$ cat src/hdlp_pkg.sv
package hdlp_pkg;

    // Scan phase codes
    localparam logic [3:0] PH_LEAD  = 4'd0;  // line start, skipping whitespace
    localparam logic [3:0] PH_ZERO  = 4'd1;  // saw '0', expect 'x'
    localparam logic [3:0] PH_ADDR  = 4'd2;  // collecting address digits
    localparam logic [3:0] PH_POSTA = 4'd3;  // after address, expect ':'
    localparam logic [3:0] PH_GAP   = 4'd4;  // whitespace between word tokens
    localparam logic [3:0] PH_TOKEN = 4'd5;  // collecting word digits
    localparam logic [3:0] PH_SKIP  = 4'd6;  // drop rest of line

    localparam logic [3:0]  WORD_DIGITS = 4'd8;
    localparam logic [63:0] ADDR_STEP   = 64'd4;

    localparam logic [7:0] CH_NEWLINE = 8'h0A;
    localparam logic [7:0] CH_ZERO    = 8'h30;
    localparam logic [7:0] CH_X       = 8'h78;
    localparam logic [7:0] CH_COLON   = 8'h3A;

    typedef struct packed {
        logic [3:0]  phase;
        logic [3:0]  digit_count;
        logic [63:0] address;
        logic [31:0] word;
    } scan_state_t;

    typedef struct packed {
        logic        emit;
        logic [63:0] word_address;
        logic [31:0] word_value;
    } word_out_t;

    function automatic logic is_space(input logic [7:0] c);
        return ((c >= 8'h09) && (c <= 8'h0D)) || (c == 8'h20);
    endfunction

    // Bit 4 flags a hex digit, bits 3:0 hold its value
    function automatic logic [4:0] hex_decode(input logic [7:0] c);
        logic [4:0] r;
        r = 5'd0;
        if ((c >= 8'h30) && (c <= 8'h39)) begin
            r = {1'b1, c[3:0]};
        end else if (((c >= 8'h61) && (c <= 8'h66)) || ((c >= 8'h41) && (c <= 8'h46))) begin
            r = {1'b1, c[3:0] + 4'd9};
        end
        return r;
    endfunction

endpackage

$ cat src/hdlp_step.sv
module hdlp_step (
    input  hdlp_pkg::scan_state_t cur,
    input  logic [7:0]            text_byte,
    input  logic                  end_of_text,
    output hdlp_pkg::scan_state_t nxt,
    output hdlp_pkg::word_out_t   result
);

    logic       newline;
    logic       sp;
    logic [4:0] hx;
    logic       is_hex;
    logic [3:0] hv;

    assign newline = (text_byte == hdlp_pkg::CH_NEWLINE);
    assign sp      = hdlp_pkg::is_space(text_byte);
    assign hx      = hdlp_pkg::hex_decode(text_byte);
    assign is_hex  = hx[4];
    assign hv      = hx[3:0];

    always_comb begin
        hdlp_pkg::scan_state_t s;
        s = cur;
        result = '0;
        if (!newline) begin
            case (cur.phase)
                hdlp_pkg::PH_LEAD: begin
                    if (text_byte == hdlp_pkg::CH_ZERO) s.phase = hdlp_pkg::PH_ZERO;
                    else if (!sp) s.phase = hdlp_pkg::PH_SKIP;
                end
                hdlp_pkg::PH_ZERO: begin
                    if (text_byte == hdlp_pkg::CH_X) begin
                        s.phase       = hdlp_pkg::PH_ADDR;
                        s.digit_count = '0;
                        s.address     = '0;
                    end else begin
                        s.phase = hdlp_pkg::PH_SKIP;
                    end
                end
                hdlp_pkg::PH_ADDR: begin
                    if (is_hex) begin
                        s.address     = {cur.address[59:0], hv};
                        s.digit_count = cur.digit_count + 4'd1;
                        if (s.digit_count >= hdlp_pkg::WORD_DIGITS) s.phase = hdlp_pkg::PH_POSTA;
                    end else begin
                        s.phase = hdlp_pkg::PH_SKIP;
                    end
                end
                hdlp_pkg::PH_POSTA: begin
                    if (text_byte == hdlp_pkg::CH_COLON) s.phase = hdlp_pkg::PH_GAP;
                    else if (!sp) s.phase = hdlp_pkg::PH_SKIP;
                end
                hdlp_pkg::PH_GAP: begin
                    if (is_hex) begin
                        s.phase       = hdlp_pkg::PH_TOKEN;
                        s.word        = {28'd0, hv};
                        s.digit_count = 4'd1;
                    end else if (!sp) begin
                        s.phase = hdlp_pkg::PH_SKIP;
                    end
                end
                hdlp_pkg::PH_TOKEN: begin
                    if (is_hex) begin
                        if (cur.digit_count < hdlp_pkg::WORD_DIGITS) begin
                            s.word        = {cur.word[27:0], hv};
                            s.digit_count = cur.digit_count + 4'd1;
                        end else begin
                            s.phase = hdlp_pkg::PH_SKIP;
                        end
                    end else if (sp && (cur.digit_count == hdlp_pkg::WORD_DIGITS)) begin
                        result.emit         = 1'b1;
                        result.word_address = cur.address;
                        result.word_value   = cur.word;
                        s.address           = cur.address + hdlp_pkg::ADDR_STEP;
                        s.word              = '0;
                        s.digit_count       = '0;
                        s.phase             = hdlp_pkg::PH_GAP;
                    end else begin
                        s.phase = hdlp_pkg::PH_SKIP;
                    end
                end
                default: s.phase = hdlp_pkg::PH_SKIP;
            endcase
        end
        if (newline || end_of_text) begin
            // close a finished token on line end, then restart the line
            if ((s.phase == hdlp_pkg::PH_TOKEN) && (s.digit_count == hdlp_pkg::WORD_DIGITS)) begin
                result.emit         = 1'b1;
                result.word_address = s.address;
                result.word_value   = s.word;
            end
            s = '{phase: hdlp_pkg::PH_LEAD, digit_count: 4'd0, address: 64'd0, word: 32'd0};
        end
        nxt = s;
    end

endmodule

$ cat src/hex_dump_line_parser.sv
// hex_dump_line_parser: parse a text memory dump into (address, word) pairs.
//
// Input channel (s_axis_*): one ASCII byte per item in tdata[7:0]; tlast marks
// the last byte of the text and closes the current line after it. A newline
// also closes the line. Lines of the form  0xAAAAAAAA : WWWWWWWW WWWWWWWW ...
// produce one result item per 8-digit word token, the address advancing by 4.
// Result channel (m_axis_*): tdata[63:0] word address, tdata[95:64] word value.
//
// A result is registered and appears on m_axis in the cycle after the byte
// that closes its token is accepted. Throughput: one byte per cycle while the
// input is ready; the scan state updates in a single pass of logic between
// the state registers and the result register. The input stays ready while
// the result register is empty or being taken, so a stall on m_axis holds at
// most one result and back-pressures s_axis only while that result is waiting.
// Reset (aresetn low, synchronous): the scan returns to line start with zero
// address and word, and any pending result is dropped.
module hex_dump_line_parser (
    input  logic        aclk,
    input  logic        aresetn,
    input  logic        s_axis_tvalid,
    output logic        s_axis_tready,
    input  logic [7:0]  s_axis_tdata,  // [7:0] text_byte
    input  logic        s_axis_tlast,  // end_of_text
    output logic        m_axis_tvalid,
    input  logic        m_axis_tready,
    output logic [95:0] m_axis_tdata   // [63:0] word_address, [95:64] word_value
);

    hdlp_pkg::scan_state_t state_reg;
    hdlp_pkg::scan_state_t state_next;
    hdlp_pkg::word_out_t   step_out;

    logic        m_valid_reg;
    logic        m_valid_next;
    logic [95:0] m_data_reg;
    logic [95:0] m_data_next;
    logic        s_fire;

    // Accept while the result register is free or draining this cycle
    assign s_axis_tready = !m_valid_reg || m_axis_tready;
    assign s_fire        = s_axis_tvalid && s_axis_tready;

    hdlp_step u_step (
        .cur         (state_reg),
        .text_byte   (s_axis_tdata),
        .end_of_text (s_axis_tlast),
        .nxt         (state_next),
        .result      (step_out)
    );

    always_comb begin
        m_valid_next = m_valid_reg;
        m_data_next  = m_data_reg;
        if (s_fire) begin
            // load a new result or empty the register
            m_valid_next = step_out.emit;
            if (step_out.emit) begin
                m_data_next = {step_out.word_value, step_out.word_address};
            end
        end else if (m_axis_tready) begin
            m_valid_next = 1'b0;
        end
    end

    always_ff @(posedge aclk) begin
        if (!aresetn) begin
            state_reg   <= '{phase: hdlp_pkg::PH_LEAD, digit_count: 4'd0,
                             address: 64'd0, word: 32'd0};
            m_valid_reg <= 1'b0;
        end else begin
            if (s_fire) begin
                state_reg <= state_next;
            end
            m_valid_reg <= m_valid_next;
        end
    end

    // Payload register needs no reset
    always_ff @(posedge aclk) begin
        m_data_reg <= m_data_next;
    end

    assign m_axis_tvalid = m_valid_reg;
    assign m_axis_tdata  = m_data_reg;

    // A line end always restarts the scan with a cleared address
    a_line_restart: assert property (@(posedge aclk) disable iff (!aresetn)
        (s_fire && (s_axis_tlast || (s_axis_tdata == hdlp_pkg::CH_NEWLINE)))
        |=> (state_reg.phase == hdlp_pkg::PH_LEAD) && (state_reg.address == 64'd0))
        else $error("scan did not restart after line end");

    // An emitted word leaves the scan between tokens or at line start
    a_emit_phase: assert property (@(posedge aclk) disable iff (!aresetn)
        (s_fire && step_out.emit)
        |=> m_axis_tvalid && ((state_reg.phase == hdlp_pkg::PH_GAP) ||
                              (state_reg.phase == hdlp_pkg::PH_LEAD)))
        else $error("bad phase after emitted word");

    // Digit count never passes one word
    a_digit_bound: assert property (@(posedge aclk) disable iff (!aresetn)
        s_fire |=> (state_reg.digit_count <= hdlp_pkg::WORD_DIGITS))
        else $error("digit count overflow");

    // A token in progress holds at least one digit
    a_token_digits: assert property (@(posedge aclk) disable iff (!aresetn)
        (state_reg.phase == hdlp_pkg::PH_TOKEN) |-> (state_reg.digit_count != 4'd0))
        else $error("token phase with no digits");

endmodule

$ cat config.mk
export PLATFORM = sky130hd
export DESIGN_NAME = hex_dump_line_parser
export DESIGN_NICKNAME = d
export VERILOG_FILES = /design/src/hdlp_pkg.sv /design/src/hdlp_step.sv /design/src/hex_dump_line_parser.sv
export SDC_FILE = /design/constraint.sdc
export NUM_CORES = 1
export LEC_CHECK = 0
export BUFFER_PORTS_ARGS = -buffer_cell sky130_fd_sc_hd__buf_4
export CAP_MARGIN = 20
export CORE_MARGIN = 4
export CORE_UTILIZATION = 50
export DETAILED_ROUTE_END_ITERATION = 12
export GPL_TIMING_DRIVEN = 0
export PLACE_DENSITY = 0.72
export SLEW_MARGIN = 20
export SYNTH_ARGS = -nofsm -noshare
export SYNTH_HDL_FRONTEND = slang
export SYNTH_SLANG_ARGS = --single-unit
$ cat constraint.sdc
create_clock -name aclk -period 10.95 [get_ports aclk]
set_clock_uncertainty 0.05 [all_clocks]
set_input_delay 1.095 -clock aclk [delete_from_list [all_inputs] [get_ports aclk]]
set_output_delay 1.095 -clock aclk [all_outputs]
set_load 0.005 [all_outputs]
==> flow_summary.yaml, run 1 <==
outcome:
  status: "finished, final reports clean"
worst_hold_path:
  hp-class: "reg -> reg"
logic_synthesis:
  synth_seq_cells: 201
  post_synth.cell_area_avg_um2: 8.24
  synth_flop_cell: "dfxtp_1"
  synth_fp_nets: 1420
  synth-edff-count: 96
  synth_cell_types: 80
  ys_warn_count: 0
  synth_area_um2: 11500
  syn_inst: 1397
  async_flop_share_pct: 0
  ys_seq_area_share_pct: 43.3
sta:
  finalHoldViolCount: 0
  fin_crit_sh_pct: 53.4
  setup_viol: 0
  fin_tns_setup_ns: 0
  relSlewSlack_pct: 25.9
  max_slew.worst_pin.slew_ns: 1.10
  fin_ws_ns: 5.11
  maxSlewViolCount: 0
  grt_setup_unrepaired: "no"
  fmax_mhz: 171
  layout_min_cycle_time_ns: 5.84
grt:
  grt_pass1_wl_mm: 61.0
  grt_pass1_vias: 11036
  grt.overflow.total: 0
  grt_start_max_net_pins: 26
  grt_usage_pct: 29.3
  antenna_found_initial: 0
power:
  seqPwrFrac_pct: 46.9
  power_frac_comb_pct: 6.1
  power.internal_mw: 1.28
  p_sw_mw: 0.381
  power_mw: 1.67
  power_density_nw_per_um2: 122
  p_leak_nw: 4.80
  switching_share_pct: 22.9
  p_clk_share_pct: 47.0
  vdd_drop_max_uv: 113
cts:
  htreeDepth: 1
  clkSinkCount: 201
  clk-insertion-delay-late_ns: 0.51
  holdBufCountCts: 0
  cts_tree: "yes"
  clkSlewWorstSetupHoldPaths_ns: 0.06
  post_cts_resized: 0
  cts_buffer_depth: 3
  post_cts_buffers: 0
  cts_buffers: 22
  cts.root.buffer_cell: "clkbuf_16"
detailed_routing:
  wl_per_cell_um: 21.3
  routed_wl_mm: 39.1
  vias_per_cell: 6.44
  drt_pass1_iterations: 6
  vias: 11822
  drtIter0Drc: 1521
  ant_nets: 0
  drc_errors: 0
final_layout:
  regArea_um2: 4980
  layout.nets: 1559
  multi_input_area_um2: 6020
  drive_gt1_share_pct: 11.9
  largest_reg_flops: 104
  areaGrowthSynthToFinish_pct: 18.2
  fill_cells: 2050
  n_antenna_cell: 0
die:
  start_util_pct: 50.8
  dieWidth_um: 160
  fp-row-count: 55
  design.core.area_um2: 22600
  die_area_um2: 25500
  ios: 111
  chipHeight_um: 160
setup_path:
  path_class: "in -> reg"
  arrival_ns: 6.01
  max_stage_delay_ns: 0.78
  critPathSlowestCell: "a21oi_4"
  cp_max_fo: 22
  cp.required_ns: 11.12
  worstPathCellList: "buf_4, inv_1, ha_1, nor2_1, a2111oi_2, a21o_1, clkbuf_1, a21oi_1, a2bb2oi_1, or4b_1, or4_4, buf_6, clkbuf_1, a21oi_4, buf_16, buf_16"
  start_kind: "input port"
  worstSetupEndpointType: "flip-flop"
placed_design:
  hpwl_mm: 27.9
  gp_congestion: 0.981
  io_buffers: 110
  dp_slack_ns: 4.69
flow_run:
  cap_viol_max_count: 0
-- cell usage after synthesis, drive strengths merged, types with 5 or more instances --
library cell  count  area (µm²)
o311ai            5        43.8
a21o              8        60.1
o211ai            7        52.6
a21oi            84         424
o21a              5        37.5
o31ai             6        45.0
nor2             46         175
o311a             6        60.1
edfxtp           96        2880
o2bb2ai           5        43.8
nor2b            19         119
o32ai             6        52.6
mux2i             9        90.1
clkbuf          105         394
a221oi            9        85.1
nand2           274        1030
a22o             31         272
inv              13        48.8
and3             22         138
a22oi            26         195
nand3            39         195
and2             56         350
nor3             16        80.1
dfxtp           105        2100
nand2b           10        62.6
a221o             5        50.1
a31oi            15        93.8
nor4             16         113
buf              18        90.1
nand4            11        68.8
o21ai           204        1030
or3               7        43.8
o22ai            35         219
ha               10         125
-- worst paths after layout --
kind / start / to / slack [ns] / cells after the start
setup reg to reg: state_reg[103]$_SDFFE_PN0P_ / m_axis_tdata[21]$_DFFE_PP_ / 5.71 / 13
setup / recovery: s_axis_tdata[1] / m_axis_tdata[21]$_DFFE_PP_ / 5.11 / 16
hold reg to reg: state_reg[95]$_SDFFE_PN0P_ / state_reg[95]$_SDFFE_PN0P_ / 0.46 / 2
hold / removal: state_reg[95]$_SDFFE_PN0P_ / state_reg[95]$_SDFFE_PN0P_ / 0.46 / 2
-- layer usage --
metal / up-vias / share of wire [%] / GRT usage [%] / routed length, µm
li1: 5418 / - / - / -
met5: - / 0 / 0 / 0
met2: 642 / 47 / 49.3 / 18600
met1: 5630 / 40 / 38.5 / 15700
met3: 132 / 8.1 / 3.85 / 3180
met4: 0 / 4.4 / 11.2 / 1720
-- placed cells by master, fill, tap and decap left out, types with 8 or more instances in the layout --
cell / Yosys / final
nand2_1: 274 / 274
o21ai_0: 202 / 202
buf_4: 0 / 110
clkbuf_1: 105 / 108
dfxtp_1: 105 / 105
edfxtp_1: 96 / 96
a21oi_1: 83 / 82
and2_1: 56 / 56
nor2_1: 45 / 45
nand3_1: 39 / 39
o22ai_1: 35 / 35
a22o_1: 31 / 31
a22oi_1: 26 / 26
clkbuf_16: 0 / 23
and3_1: 22 / 22
nor2b_1: 19 / 19
nor3_1: 16 / 15
a31oi_1: 15 / 15
nor4_1: 14 / 14
inv_1: 12 / 12
nand4_1: 11 / 11
nand2b_1: 10 / 10
buf_1: 10 / 10
ha_1: 10 / 10
mux2i_1: 9 / 9
a21o_1: 8 / 8
a221oi_1: 8 / 8
-- worst max-delay path: cells and delay by family --
kind                     cells  cell delay (ns)
buffers and inverters        7             1.69
AND/OR/NAND/NOR              3             1.20
adder cells (fa/ha/maj)      1             0.21
AO/OA/AOI/OAI                5             1.77
-- final cells by class --
class	instances	area share [%]
inverter	13	0.359
sequential	201	36.6
timing repair buffer	115	6.92
multi-input combinational	1060	44.2
buffer	123	3.56
clock inverter	11	1.04
tap	285	2.62
clock buffer	29	4.62
-- power groups by stage --
stage                     Combinational [mW]  Clock [mW]  Sequential (mW)
after global routing                   0.109       0.821            0.781
final                                  0.102       0.783            0.781
after floorplan                       0.0611           0            0.797
after global placement                0.0974           0            0.797
after detailed placement              0.0980           0            0.797
after CTS                             0.0986       0.793            0.781
-- per-stage QoR --
stage / utilization, % / instance area (µm²) / hold slack (ns) / std cells
finish: 60.1 / 13600 / 0.460 / 1837
global route: 60.1 / 13600 / 0.487 / 1837
CTS: 60.1 / 13600 / 0.461 / 1837
detailed placement: 56.7 / 12800 / 0.453 / 1797
global placement: 56.1 / 12700 / 0.440 / 1792
floorplan: - / 11500 / 0.419 / 1397
-- logic make-up (layout without fill, tap and decap cells) --
group	Yosys count	in the layout	synth area share [%]
xor+xnor	6	6	0.456
fa+ha+maj	10	10	1.09
flops	201	201	43.3
simple gates	538	538	22.4
mux	11	11	0.978
compound gates	495	495	27.1
buf+inv	136	291	4.63
Power figures use the tool's default switching activity.
==> inputs of run 2 (changes only) <==
==> constraint.sdc (replaced) <==
create_clock -name aclk -period 5.7 [get_ports aclk]
set_clock_uncertainty 0.05 [all_clocks]
set_input_delay 0.57 -clock aclk [delete_from_list [all_inputs] [get_ports aclk]]
set_output_delay 0.57 -clock aclk [all_outputs]
set_load 0.005 [all_outputs]
==> flow_summary.yaml, run 2 (synthesis results as in run 1) <==
power:
  power_frac_comb_pct: 6.1
  p_sw_mw: 0.747
  p_clk_share_pct: 47.3
  power.internal_mw: 2.47
  p_leak_nw: 4.22
  switching_share_pct: 23.2
  vdd_drop_max_uv: 193
  seqPwrFrac_pct: 46.6
  power_density_nw_per_um2: 237
final_layout:
  fill_cells: 2032
  drive_gt1_share_pct: 11.6
  final_common_cell: "nand2_1"
  largest_reg_flops: 104
  n_antenna_cell: 0
  layout.nets: 1559
  areaGrowthSynthToFinish_pct: 18.2
  fin_area_um2: 13600
  post-route-util_pct: 60.1
  layout_common_cells: "274 x nand2_1, 202 x o21ai_0, 111 x buf_4"
  finalNonFillerCells: 1837
detailed_routing:
  vias_per_cell: 6.38
  drc_errors: 0
  vias: 11711
  routed_wl_mm: 39.6
  drtIter0Drc: 1374
  ant_nets: 0
  drt_pass1_iterations: 6
  wl_per_cell_um: 21.5
die:
  die_area_um2: 25500
  dieWidth_um: 160
  fp-row-count: 55
  chipHeight_um: 160
  design.core.area_um2: 22600
  ios: 111
  start_util_pct: 50.8
cts:
  cts_tree: "yes"
  post_cts_resized: 0
  htreeDepth: 1
  holdBufCountCts: 0
  clkSlewWorstSetupHoldPaths_ns: 0.06
  clk-insertion-delay-late_ns: 0.52
  cts_buffers: 22
  clkSinkCount: 201
  post_cts_buffers: 0
  cts_buffer_depth: 3
  cts.root.buffer_cell: "clkbuf_16"
grt:
  grt.busiest_layer: "met2"
  grt_pass1_wl_mm: 62.0
  grt.overflow.total: 0
  gr-usage-met2_pct: 45.4
  grt_pass1_vias: 11047
  met3_usage_pct: 6.17
  use_met1_pct: 43.0
  antenna_found_initial: 0
  grt_usage_pct: 29.9
  grt_start_max_net_pins: 26
sta:
  fmax_mhz: 191
  finalHoldViolCount: 0
  fin_hold_ws_ns: 0.358
  max_slew.worst_pin.slew_ns: 1.14
  fin_crit_sh_pct: 91.9
  maxSlewViolCount: 0
  layout_min_cycle_time_ns: 5.24
  setup_viol: 0
  grt_setup_unrepaired: "no"
  relSlewSlack_pct: 23.4
setup_path:
  worstPathCellList: "buf_4, inv_1, ha_1, nor2_1, a2111oi_2, a21o_1, clkbuf_1, a21oi_1, a2bb2oi_1, or4b_1, or4_4, buf_6, clkbuf_1, a21oi_4, buf_16, buf_16"
  worstSetupEndpointType: "flip-flop"
  critPathSlowestCell: "a21oi_4"
  max_stage_delay_ns: 0.66
  path_class: "in -> reg"
  arrival_ns: 5.41
  cp.required_ns: 5.87
  start_kind: "input port"
  cp_max_fo: 25
placed_design:
  placed_cell_area_um2: 12800
  io_buffers: 110
  gp_congestion: 0.973
  hpwl_mm: 28.7
  dp.cells: 1797
flow_run:
  cap_viol_max_count: 0
worst_hold_path:
  hp-class: "in -> reg"
outcome:
  status: "finished, final reports clean"
-- run 2: cell count changes in the layout (fill, tap and decap cells not counted), moves of 2 or more --
cell        previous run  this run
clkinv_2               5         3
clkinvlp_4             0         2
clkinv_1               0         2
clkbuf_8               3         0
-- run 2: final timing paths --
check,slack (ns),from,endpoint,cells after the start
max,0.46,s_axis_tdata[1],m_axis_tdata[19]$_DFFE_PP_,16
min,0.36,s_axis_tvalid,m_axis_tvalid$_SDFFE_PN0P_,3
max reg2reg,0.56,state_reg[100]$_SDFFE_PN0P_,m_axis_tdata[19]$_DFFE_PP_,13
min reg2reg,0.46,state_reg[95]$_SDFFE_PN0P_,state_reg[95]$_SDFFE_PN0P_,2
-- run 2: area by class of cell --
type / instances / area, µm² / area share [%]
clock buffers: 27 / 591 / 4.34
flip-flops and latches: 201 / 4980 / 36.6
multi-input cells: 1060 / 6020 / 44.3
plain buffers: 123 / 484 / 3.56
inverters: 13 / 48.8 / 0.359
clock inverters: 13 / 175 / 1.29
well taps: 285 / 357 / 2.62
repair buffers: 115 / 943 / 6.93
-- run 2: stage by stage --
stage | total power [mW] | setup WS [ns] | setup TNS, ns
final | 3.22 | 0.459 | 0
after floorplan | 1.65 | 0.220 | 0
after global placement | 1.72 | -1.31 | -124.16
after CTS | 3.22 | 0.555 | 0
after global routing | 3.30 | 0.272 | 0
after detailed placement | 1.72 | 0.0166 | 0
-- run 2: routing by layer --
| metal | wire length, µm | share of wire, % |
|---|---|---|
| met1 | 17100 | 43 |
| met5 | 0 | 0 |
| met2 | 17200 | 44 |
| met3 | 4190 | 11 |
| met4 | 1060 | 2.7 |
-- run 2: power groups by stage --
stage / sequential [mW] / combinational (mW) / clock (mW)
after floorplan: 1.53 / 0.118 / 0
after global placement: 1.53 / 0.187 / 0
after detailed placement: 1.53 / 0.188 / 0
after CTS: 1.50 / 0.189 / 1.53
after global routing: 1.50 / 0.210 / 1.59
final: 1.50 / 0.196 / 1.52
-- run 2: critical path, delay by kind of cell --
family	cells	cell delay, ns
buffers and inverters	7	1.69
adders and majority gates	1	0.20
and+or+nand+nor	3	1.22
AOI/OAI and AO/OA	5	1.69
